## src/sha256_stream_hasher_assert.svh

```systemverilog
// Assertion macros for the SHA-256 stream hasher
`ifndef SHA256_STREAM_HASHER_ASSERT_SVH
`define SHA256_STREAM_HASHER_ASSERT_SVH

// Implication checked every clock, skipped while in reset
`define SHA_ASSERT_IMP(lbl, ante, cons) \
    lbl: assert property (@(posedge i_clk) disable iff (!i_rst_n) (ante) |-> (cons)) \
        else $error("assertion failed");

// Next-cycle implication, skipped while in reset
`define SHA_ASSERT_NXT(lbl, ante, cons) \
    lbl: assert property (@(posedge i_clk) disable iff (!i_rst_n) (ante) |=> (cons)) \
        else $error("assertion failed");

`endif

```

## src/sha_pkg.sv

```systemverilog
package sha_pkg;

    localparam int QDEPTH = 4;
    localparam int QAW    = 2;

    // Request opcodes
    localparam logic OP_ABSORB = 1'b0;
    localparam logic OP_FINISH = 1'b1;

    // Request from front to back
    typedef struct packed {
        logic       op;
        logic [7:0] data;
    } t_req;

    // Back-end states
    typedef enum logic [2:0] {
        ST_IDLE,
        ST_PAD,
        ST_LOAD,
        ST_ROUND,
        ST_ADD,
        ST_EMIT
    } t_state;

    localparam logic [31:0] H_INIT [8] = '{
        32'h6a09e667, 32'hbb67ae85, 32'h3c6ef372, 32'ha54ff53a,
        32'h510e527f, 32'h9b05688c, 32'h1f83d9ab, 32'h5be0cd19
    };

    localparam logic [31:0] K_ROM [64] = '{
        32'h428a2f98, 32'h71374491, 32'hb5c0fbcf, 32'he9b5dba5,
        32'h3956c25b, 32'h59f111f1, 32'h923f82a4, 32'hab1c5ed5,
        32'hd807aa98, 32'h12835b01, 32'h243185be, 32'h550c7dc3,
        32'h72be5d74, 32'h80deb1fe, 32'h9bdc06a7, 32'hc19bf174,
        32'he49b69c1, 32'hefbe4786, 32'h0fc19dc6, 32'h240ca1cc,
        32'h2de92c6f, 32'h4a7484aa, 32'h5cb0a9dc, 32'h76f988da,
        32'h983e5152, 32'ha831c66d, 32'hb00327c8, 32'hbf597fc7,
        32'hc6e00bf3, 32'hd5a79147, 32'h06ca6351, 32'h14292967,
        32'h27b70a85, 32'h2e1b2138, 32'h4d2c6dfc, 32'h53380d13,
        32'h650a7354, 32'h766a0abb, 32'h81c2c92e, 32'h92722c85,
        32'ha2bfe8a1, 32'ha81a664b, 32'hc24b8b70, 32'hc76c51a3,
        32'hd192e819, 32'hd6990624, 32'hf40e3585, 32'h106aa070,
        32'h19a4c116, 32'h1e376c08, 32'h2748774c, 32'h34b0bcb5,
        32'h391c0cb3, 32'h4ed8aa4a, 32'h5b9cca4f, 32'h682e6ff3,
        32'h748f82ee, 32'h78a5636f, 32'h84c87814, 32'h8cc70208,
        32'h90befffa, 32'ha4506ceb, 32'hbef9a3f7, 32'hc67178f2
    };

    function automatic logic [31:0] rotr(input logic [31:0] v, input int n);
        rotr = (v >> n) | (v << (32 - n));
    endfunction

endpackage

```

## src/sha_front.sv

```systemverilog
// Input queue: takes requests and holds them until the core is free
module sha_front import sha_pkg::*; (
    input  logic       i_clk,
    input  logic       i_rst_n,
    input  logic       i_push,
    output logic       o_full,
    input  logic       i_op,
    input  logic [7:0] i_data_byte,
    output logic       o_req_valid,
    output t_req       o_req,
    input  logic       i_req_take
);
    t_req           r_mem [QDEPTH];
    logic [QAW-1:0] r_wp, r_rp;
    logic [QAW:0]   r_cnt;
    logic           w_wr, w_rd;

    assign o_full      = (r_cnt == (QAW+1)'(QDEPTH));
    assign o_req_valid = (r_cnt != '0);
    assign o_req       = r_mem[r_rp];
    assign w_wr        = i_push && !o_full;
    assign w_rd        = i_req_take && o_req_valid;

    // Storage
    always_ff @(posedge i_clk) begin
        if (w_wr) begin
            r_mem[r_wp] <= '{op: i_op, data: i_data_byte};
        end
    end

    // Pointers and count
    always_ff @(posedge i_clk) begin
        if (!i_rst_n) begin
            r_wp  <= '0;
            r_rp  <= '0;
            r_cnt <= '0;
        end else begin
            if (w_wr) r_wp <= r_wp + 1'b1;
            if (w_rd) r_rp <= r_rp + 1'b1;
            r_cnt <= r_cnt + (QAW+1)'(w_wr) - (QAW+1)'(w_rd);
        end
    end

    `include "sha256_stream_hasher_assert.svh"
    `SHA_ASSERT_IMP(a_cnt_max, 1'b1, r_cnt <= (QAW+1)'(QDEPTH))
    `SHA_ASSERT_NXT(a_full_hold, o_full && !w_rd, o_full)
    `SHA_ASSERT_NXT(a_wr_count, w_wr && !w_rd, r_cnt == $past(r_cnt) + 1'b1)
endmodule

```

## src/sha_core.sv

```systemverilog
// Block buffer, padding and 64-round compression; one round per cycle
module sha_core import sha_pkg::*; (
    input  logic        i_clk,
    input  logic        i_rst_n,
    input  logic        i_req_valid,
    input  t_req        i_req,
    output logic        o_req_take,
    output logic        o_empty,
    input  logic        i_pop,
    output logic [31:0] o_digest_word,
    output logic [2:0]  o_word_index,
    output logic        o_last_word
);
    logic [31:0] r_buf [16];
    logic [31:0] r_h [8], r_v [8], r_w [16];
    logic [5:0]  r_fill, r_pidx;
    logic [63:0] r_bits;
    logic [5:0]  r_rnd;
    logic [3:0]  r_ld;
    logic [2:0]  r_oidx;
    logic        r_fin, r_second;
    t_state      r_st, n_st;

    // Round logic
    logic [31:0] w_w2, w_w7, w_w15, w_wnew, w_wcur, w_t1, w_t2, w_a, w_e;
    logic [3:0]  w_slot;
    logic        w_take, w_pop;
    logic [7:0]  w_pbyte;

    assign w_slot = r_rnd[3:0];
    assign w_w2   = r_w[w_slot - 4'd2];
    assign w_w7   = r_w[w_slot - 4'd7];
    assign w_w15  = r_w[w_slot - 4'd15];
    assign w_wnew = (rotr(w_w2, 17) ^ rotr(w_w2, 19) ^ (w_w2 >> 10)) + w_w7
                  + (rotr(w_w15, 7) ^ rotr(w_w15, 18) ^ (w_w15 >> 3)) + r_w[w_slot];
    assign w_wcur = (r_rnd >= 6'd16) ? w_wnew : r_w[w_slot];
    assign w_a    = r_v[0];
    assign w_e    = r_v[4];
    assign w_t1   = r_v[7] + (rotr(w_e, 6) ^ rotr(w_e, 11) ^ rotr(w_e, 25))
                  + ((w_e & r_v[5]) ^ (~w_e & r_v[6])) + K_ROM[r_rnd] + w_wcur;
    assign w_t2   = (rotr(w_a, 2) ^ rotr(w_a, 13) ^ rotr(w_a, 22))
                  + ((w_a & r_v[1]) ^ (w_a & r_v[2]) ^ (r_v[1] & r_v[2]));

    assign o_req_take = (r_st == ST_IDLE) && i_req_valid;
    assign w_take     = o_req_take;
    assign w_pop      = i_pop && !o_empty;

    // Padding byte for position r_pidx
    always_comb begin
        if (r_pidx == r_fill && !r_second) begin
            w_pbyte = 8'h80;
        end else if (r_pidx >= 6'd56 && (r_fill < 6'd56 || r_second)) begin
            w_pbyte = r_bits[8*(7 - 32'(r_pidx[2:0])) +: 8];
        end else begin
            w_pbyte = 8'h00;
        end
    end

    // Next state
    always_comb begin
        n_st = r_st;
        unique case (r_st)
            ST_IDLE: begin
                if (w_take && i_req.op == OP_FINISH) n_st = ST_PAD;
                else if (w_take && r_fill == 6'd63) n_st = ST_LOAD;
            end
            ST_PAD:   if (r_pidx == 6'd63) n_st = ST_LOAD;
            ST_LOAD:  if (r_ld == 4'd15) n_st = ST_ROUND;
            ST_ROUND: if (r_rnd == 6'd63) n_st = ST_ADD;
            ST_ADD: begin
                if (!r_fin) n_st = ST_IDLE;
                else if (r_fill >= 6'd56 && !r_second) n_st = ST_PAD;
                else n_st = ST_EMIT;
            end
            ST_EMIT:  if (w_pop && r_oidx == 3'd7) n_st = ST_IDLE;
            default:  n_st = ST_IDLE;
        endcase
    end

    // Outputs
    always_comb begin
        o_empty       = (r_st != ST_EMIT);
        o_digest_word = r_h[r_oidx];
        o_word_index  = r_oidx;
        o_last_word   = (r_oidx == 3'd7);
    end

    // Block buffer memory, four bytes per word, first byte in the top lane
    always_ff @(posedge i_clk) begin
        if (w_take && i_req.op == OP_ABSORB) begin
            r_buf[r_fill[5:2]][{~r_fill[1:0], 3'b000} +: 8] <= i_req.data;
        end else if (r_st == ST_PAD && (r_pidx >= r_fill || r_second)) begin
            r_buf[r_pidx[5:2]][{~r_pidx[1:0], 3'b000} +: 8] <= w_pbyte;
        end
    end

    // Datapath
    always_ff @(posedge i_clk) begin
        if (r_st == ST_LOAD) begin
            r_w[r_ld] <= r_buf[r_ld];
            if (r_ld == 4'd0) begin
                for (int i = 0; i < 8; i++) r_v[i] <= r_h[i];
            end
        end else if (r_st == ST_ROUND) begin
            r_w[w_slot] <= w_wcur;
            r_v[7] <= r_v[6];
            r_v[6] <= r_v[5];
            r_v[5] <= w_e;
            r_v[4] <= r_v[3] + w_t1;
            r_v[3] <= r_v[2];
            r_v[2] <= r_v[1];
            r_v[1] <= w_a;
            r_v[0] <= w_t1 + w_t2;
        end
    end

    // Control and chain state
    always_ff @(posedge i_clk) begin
        if (!i_rst_n) begin
            r_st <= ST_IDLE;
            r_fill <= '0; r_bits <= '0; r_pidx <= '0; r_ld <= '0; r_rnd <= '0;
            r_oidx <= '0; r_fin <= 1'b0; r_second <= 1'b0;
            for (int i = 0; i < 8; i++) r_h[i] <= H_INIT[i];
        end else begin
            r_st <= n_st;
            if (w_take && i_req.op == OP_ABSORB) begin
                r_fill <= r_fill + 1'b1;
                r_bits <= r_bits + 64'd8;
            end
            if (w_take && i_req.op == OP_FINISH) begin
                r_fin  <= 1'b1;
                r_pidx <= '0;
            end
            if (r_st == ST_PAD) r_pidx <= r_pidx + 1'b1;
            if (r_st == ST_LOAD) r_ld <= r_ld + 1'b1;
            if (r_st == ST_ROUND) r_rnd <= r_rnd + 1'b1;
            if (r_st == ST_ADD) begin
                for (int i = 0; i < 8; i++) r_h[i] <= r_h[i] + r_v[i];
                if (r_fin && r_fill >= 6'd56 && !r_second) begin
                    r_second <= 1'b1;
                    r_pidx   <= '0;
                end
            end
            if (w_pop) begin
                r_oidx <= r_oidx + 1'b1;
                if (r_oidx == 3'd7) begin
                    r_fill <= '0; r_bits <= '0; r_fin <= 1'b0; r_second <= 1'b0;
                    for (int i = 0; i < 8; i++) r_h[i] <= H_INIT[i];
                end
            end
        end
    end

    `include "sha256_stream_hasher_assert.svh"
    `SHA_ASSERT_IMP(a_take_idle, o_req_take, r_st == ST_IDLE)
    `SHA_ASSERT_IMP(a_emit_fin, !o_empty, r_fin)
    `SHA_ASSERT_NXT(a_round_adv, r_st == ST_ROUND && r_rnd != 6'd63, r_st == ST_ROUND)
    `SHA_ASSERT_IMP(a_idle_oidx, r_st == ST_IDLE, r_oidx == 3'd0)
endmodule

```

## src/sha256_stream_hasher.sv

```systemverilog
// SHA-256 stream hasher.
// Input queue: drive i_op/i_data_byte and raise push; a request is taken
// on a clock edge where push is high and full is low. op 0 absorbs one
// byte, op 1 pads the message and produces the digest.
// Output queue: while empty is low the next digest word sits on
// o_digest_word/o_word_index/o_last_word; pop takes it. Eight words follow
// each finish request, word 0 first, o_last_word set on word 7.
// Flow: a request is stored in the input queue before the core takes it. A
// byte is absorbed into the block buffer; when it fills a block the core
// loads 16 words, runs 64 rounds and adds. Finish pads and compresses each
// block it closes (one or two), then the words are presented. Rounds run
// one per cycle in a single shared round unit, which sets the throughput.
// A four-entry input queue decouples the sender from the core.
// Reset (synchronous, i_rst_n low) empties the queue and loads the initial
// hash values. If the receiver stalls, the core holds the current word and
// the input queue fills, then full stays high until words are popped.
module sha256_stream_hasher import sha_pkg::*; (
    input  logic        i_clk,
    input  logic        i_rst_n,
    input  logic        push,
    output logic        full,
    input  logic        i_op,
    input  logic [7:0]  i_data_byte,
    output logic        empty,
    input  logic        pop,
    output logic [31:0] o_digest_word,
    output logic [2:0]  o_word_index,
    output logic        o_last_word
);
    logic w_req_valid, w_req_take;
    t_req w_req;

    sha_front u_front (
        .i_clk, .i_rst_n, .i_push(push), .o_full(full), .i_op, .i_data_byte,
        .o_req_valid(w_req_valid), .o_req(w_req), .i_req_take(w_req_take)
    );

    sha_core u_core (
        .i_clk, .i_rst_n, .i_req_valid(w_req_valid), .i_req(w_req),
        .o_req_take(w_req_take), .o_empty(empty), .i_pop(pop),
        .o_digest_word, .o_word_index, .o_last_word
    );
endmodule

```

## config.mk

```make
export PLATFORM = sky130hd
export DESIGN_NAME = sha256_stream_hasher
export DESIGN_NICKNAME = d
export VERILOG_FILES = /design/src/sha_pkg.sv /design/src/sha_front.sv /design/src/sha_core.sv /design/src/sha256_stream_hasher.sv
export VERILOG_INCLUDE_DIRS = /design/src /design/src/src
export SDC_FILE = /design/constraint.sdc
export NUM_CORES = 2
export LEC_CHECK = 0
export ABC_CLOCK_PERIOD_IN_PS = 17630
export BUFFER_PORTS_ARGS = -buffer_cell sky130_fd_sc_hd__buf_2
export CAP_MARGIN = 20
export CORE_ASPECT_RATIO = 0.9
export CORE_MARGIN = 2
export CORE_UTILIZATION = 45
export DETAILED_ROUTE_END_ITERATION = 16
export SLEW_MARGIN = 20
export SYNTH_ARGS = -nofsm -noshare
export SYNTH_HDL_FRONTEND = slang
export SYNTH_SLANG_ARGS = --single-unit
```

## constraint.sdc

```tcl
create_clock -name i_clk -period 17.63 [get_ports i_clk]
set_clock_uncertainty 0.2 [all_clocks]
set_input_delay 4.4075 -clock i_clk [delete_from_list [all_inputs] [get_ports i_clk]]
set_output_delay 4.4075 -clock i_clk [all_outputs]
set_load 0.01 [all_outputs]
```

==> results.sh <==
export IMPL_die_w_um=509
export IMPL_critical_path_capture_point_type="flip-flop"
export IMPL_synth_flop_cell="sky130_fd_sc_hd__edfxtp_1"
export IMPL_tns_ns=0
export IMPL_cts_hold_buffers=0
export IMPL_synth_cell_area_mm2=0.103
export IMPL_post_route_cells_drive_above_1_share=0.164
export IMPL_hold_end="u_core.r_h[6][19]"
export IMPL_required_ns=18.00
export IMPL_grt_max_degree=176
export IMPL_finalWeightedCongestion=0.969
export IMPL_grt_overflow_total=0
export IMPL_ctsRootBufferMaster="sky130_fd_sc_hd__clkbuf_16"
export IMPL_cts_tree="built"
export IMPL_postSynthRegisterBits=1683
export IMPL_synth_edff_count=1444
export IMPL_ys_warn_count=0
export IMPL_rows=166
export IMPL_numCtsBuffers=184
export IMPL_boundaryPins=51
export IMPL_worstReg2RegEnd="u_core.r_v[0][29]"
export IMPL_fin_crit_sh=0.819
export IMPL_max_clock_freq_mhz=69.2
export IMPL_worstSkewPairLatency_ns=0.89
export IMPL_cts_repair_resize_count=0
export IMPL_crit_path_max_incr_delay_ns=0.92
export IMPL_max_clock_path_buffers=3
export IMPL_grt_setup_unrepaired="no"
export IMPL_core_mm2=0.228
export IMPL_detail_route_iter0_violations=8744
export IMPL_regToRegSetupSlack_ns=3.19
export IMPL_dieArea_mm2=0.233
export IMPL_crit_path_max_fanout=120
export IMPL_postSynthNetCount=8929
export IMPL_avg_inst_size_synth_um2=12.5
export IMPL_nets=8840
export IMPL_synth_cell_type_count=110
export IMPL_num_vias=71800
export IMPL_clkSinkCount=1683
export IMPL_drv_max_cap_violation_count=0
export IMPL_cts_setup_buffers=0
export IMPL_critPathKind="reg -> reg"
export IMPL_share_of_yosys_cell_area_claimed_by_the_top_area_cell_type=0.420
export IMPL_drt_pass1_iter_count=7
export IMPL_worstHoldPathType="reg -> reg"
export IMPL_global_route_usage_total=0.281
export IMPL_critical_path_slowest_cell="sky130_fd_sc_hd__buf_4"
export IMPL_cts_reportedPaths_clkPinSlew_ns=0.06
export IMPL_starting_density_of_the_core=0.453
export IMPL_slew_headroom=0.182
export IMPL_first_global_vias=69200
export IMPL_number_of_antenna_violations_at_the_first_check_in_global_routing=12
export IMPL_grt_first_pass_wirelength_um=482000
export IMPL_synthCells=8293
export IMPL_finalSetupViolCount=0
export IMPL_yosys_top_cells_count="1444 x sky130_fd_sc_hd__edfxtp_1, 1129 x sky130_fd_sc_hd__nand2_1, 740 x sky130_fd_sc_hd__mux4_2"
export IMPL_synth_largest_area_cell="sky130_fd_sc_hd__edfxtp_1"
export IMPL_area_growth_synth_to_final_pct=9.50
export IMPL_timing_worst_slew_pin_value_ns=1.21
export IMPL_final_max_slew_violation_count=0
export IMPL_die_height_um=459
export IMPL_synth_async_reset_ratio=0
export IMPL_worst_hold_path_num_cells=2
export IMPL_drt_antenna_violating_nets=0
export IMPL_report_final_hold_viol_count=0
export IMPL_r2r_start="u_core.r_rnd[0]"
export IMPL_yosys_cell_count_top_type="sky130_fd_sc_hd__edfxtp_1"
export IMPL_route_final_wire_length_um=330000
export IMPL_synth_seq_area_share=0.466
export IMPL_r2r_worst_path_cells=48
export IMPL_drc_violations_left=0
export IMPL_status="finished clean"
export IMPL_hp_start="u_core.r_h[6][19]"
export IMPL_crit_path_start_kind="flip-flop"
export IMPL_htreeDepth=4
export IMPL_routed_wirelength_normalized_by_instance_count_um=28.9
export IMPL_synth_top_cells_by_area="sky130_fd_sc_hd__edfxtp_1 42%, sky130_fd_sc_hd__mux4_2 16%, sky130_fd_sc_hd__ha_1 5.2%"
export IMPL_dp_hpwl_um=231000
export IMPL_worstPathArrival_ns=14.81
export IMPL_avgViaCountPerCell=6.30
export IMPL_period_minus_slack_ns=14.44
export IMPL_port_buffers=50
## worst max-delay path, delay by kind of cell, from the launching register on
family          cells  cell delay, ns
compound gates     18            4.56
fa+ha+maj           9            3.87
buf+inv             8            1.91
mux                 2            1.24
xor+xnor            5            0.86
simple gates        6            0.73
flops               1            0.67
## cell families (layout without fill, tap and decap cells)
| kind of cell | Yosys count | in the layout | share of synthesized area |
|---|---|---|---|
| AO/OA/AOI/OAI | 1476 | 1476 | 0.0902 |
| other | 0 | 2 | 0 |
| AND/OR/NAND/NOR | 2159 | 2159 | 0.0912 |
| multiplexers | 850 | 850 | 0.174 |
| flip-flops | 1683 | 1683 | 0.466 |
| adder cells (fa/ha/maj) | 641 | 641 | 0.0914 |
| XOR/XNOR | 639 | 639 | 0.0547 |
| buffers and inverters | 845 | 916 | 0.0320 |
## worst max-delay path by stage
| stage | startpoint | endpoint | slack (ns) | cells after the start |
|---|---|---|---|---|
| floorplan | u_core.r_rnd[0] | u_core.r_v[0][31] | 3.94 | 59 |
| global placement | u_core.r_rnd[0] | u_core.r_v[0][31] | 3.23 | 49 |
| global route | u_core.r_rnd[0] | u_core.r_v[0][29] | 2.18 | 48 |
| CTS | u_core.r_rnd[0] | u_core.r_v[0][29] | 3.13 | 48 |
| finish | u_core.r_rnd[0] | u_core.r_v[0][29] | 3.19 | 48 |
| detailed placement | u_core.r_rnd[0] | u_core.r_v[0][31] | 3.22 | 49 |
## stage by stage
step           worst slack, ns  instance area [um2]  hold WS (ns)  utilization  std cells
6_report                  3.19               113000         0.294        0.497      11400
5_1_grt                   2.18               113000         0.297        0.497      11400
4_1_cts                   3.13               113000         0.293        0.496      11400
3_5_place_dp              3.22               107000         0.282        0.469      11000
3_3_place_gp              3.23               107000         0.274        0.469      11000
2_1_floorplan             3.94               103000         0.257            -       8293
## metal layers
metal | wire (um) | track usage | vias to the layer above | part of all wire
met3 | 31100 | 0.0616 | 528 | 0.094
met2 | 145000 | 0.415 | 3567 | 0.44
met5 | 27 | 0 | - | 0.000082
li1 | - | - | 30900 | -
met1 | 144000 | 0.416 | 36700 | 0.44
met4 | 9960 | 0.0794 | 4 | 0.030
## cell usage in the layout (no fill, tap or decap), types with 19 or more instances in the layout
| cell | count |
|---|---|
| sky130_fd_sc_hd__o21ai_0 | 342 |
| sky130_fd_sc_hd__mux4_2 | 740 |
| sky130_fd_sc_hd__a211oi_1 | 47 |
| sky130_fd_sc_hd__xnor2_1 | 381 |
| sky130_fd_sc_hd__o21bai_1 | 48 |
| sky130_fd_sc_hd__and3_1 | 51 |
| sky130_fd_sc_hd__edfxtp_1 | 1444 |
| sky130_fd_sc_hd__nor2_4 | 22 |
| sky130_fd_sc_hd__a21oi_1 | 433 |
| sky130_fd_sc_hd__nand3_1 | 100 |
| sky130_fd_sc_hd__clkbuf_16 | 186 |
| sky130_fd_sc_hd__nand2_1 | 1127 |
| sky130_fd_sc_hd__o21a_1 | 51 |
| sky130_fd_sc_hd__clkinv_1 | 25 |
| sky130_fd_sc_hd__o21ai_1 | 20 |
| sky130_fd_sc_hd__ha_1 | 423 |
| sky130_fd_sc_hd__or3_1 | 41 |
| sky130_fd_sc_hd__fa_1 | 196 |
| sky130_fd_sc_hd__nor3_1 | 110 |
| sky130_fd_sc_hd__nand4_1 | 28 |
| sky130_fd_sc_hd__inv_1 | 391 |
| sky130_fd_sc_hd__nand2b_1 | 70 |
| sky130_fd_sc_hd__a21o_1 | 175 |
| sky130_fd_sc_hd__nor2_1 | 429 |
| sky130_fd_sc_hd__a31oi_1 | 40 |
| sky130_fd_sc_hd__mux2i_1 | 59 |
| sky130_fd_sc_hd__a22o_1 | 31 |
| sky130_fd_sc_hd__o211ai_1 | 38 |
| sky130_fd_sc_hd__dfxtp_1 | 222 |
| sky130_fd_sc_hd__buf_2 | 52 |
| sky130_fd_sc_hd__clkinv_2 | 31 |
| sky130_fd_sc_hd__clkbuf_1 | 44 |
| sky130_fd_sc_hd__xor2_1 | 253 |
| sky130_fd_sc_hd__bufinv_16 | 19 |
| sky130_fd_sc_hd__and2_1 | 30 |
| sky130_fd_sc_hd__mux2_2 | 37 |
| sky130_fd_sc_hd__buf_4 | 114 |
| sky130_fd_sc_hd__nor2b_1 | 48 |
| sky130_fd_sc_hd__o31ai_1 | 40 |
| sky130_fd_sc_hd__or2_2 | 33 |
## registers in the layout, indices dropped and copies added (netlist names), named ones only
signal and cells:
u_core.o_word_index 3, u_core.r_bits 61, u_core.r_buf 512, u_core.r_fill 6
u_core.r_fin 1, u_core.r_h 256, u_core.r_ld 4, u_core.r_pidx 6
u_core.r_rnd 6, u_core.r_second 1, u_core.r_st 3, u_core.r_v 256
u_core.r_w 512, u_front.r_cnt 3, u_front.r_mem 36, u_front.r_rp 2
u_front.r_wp 2
## area by class of cell
cell class	instances	area, um2
antenna	2	5.00
clock buffer	234	4870
clock inverter	112	1350
fill	19700	115000
inverter	396	1490
multi-input combinational	5765	52200
sequential	1683	48200
tap	3024	3780
timing repair buffer	174	1280
Power is left out: the tool's default activity adds up to more than one toggle a clock period on the data nets, which glitch-free logic cannot reach.
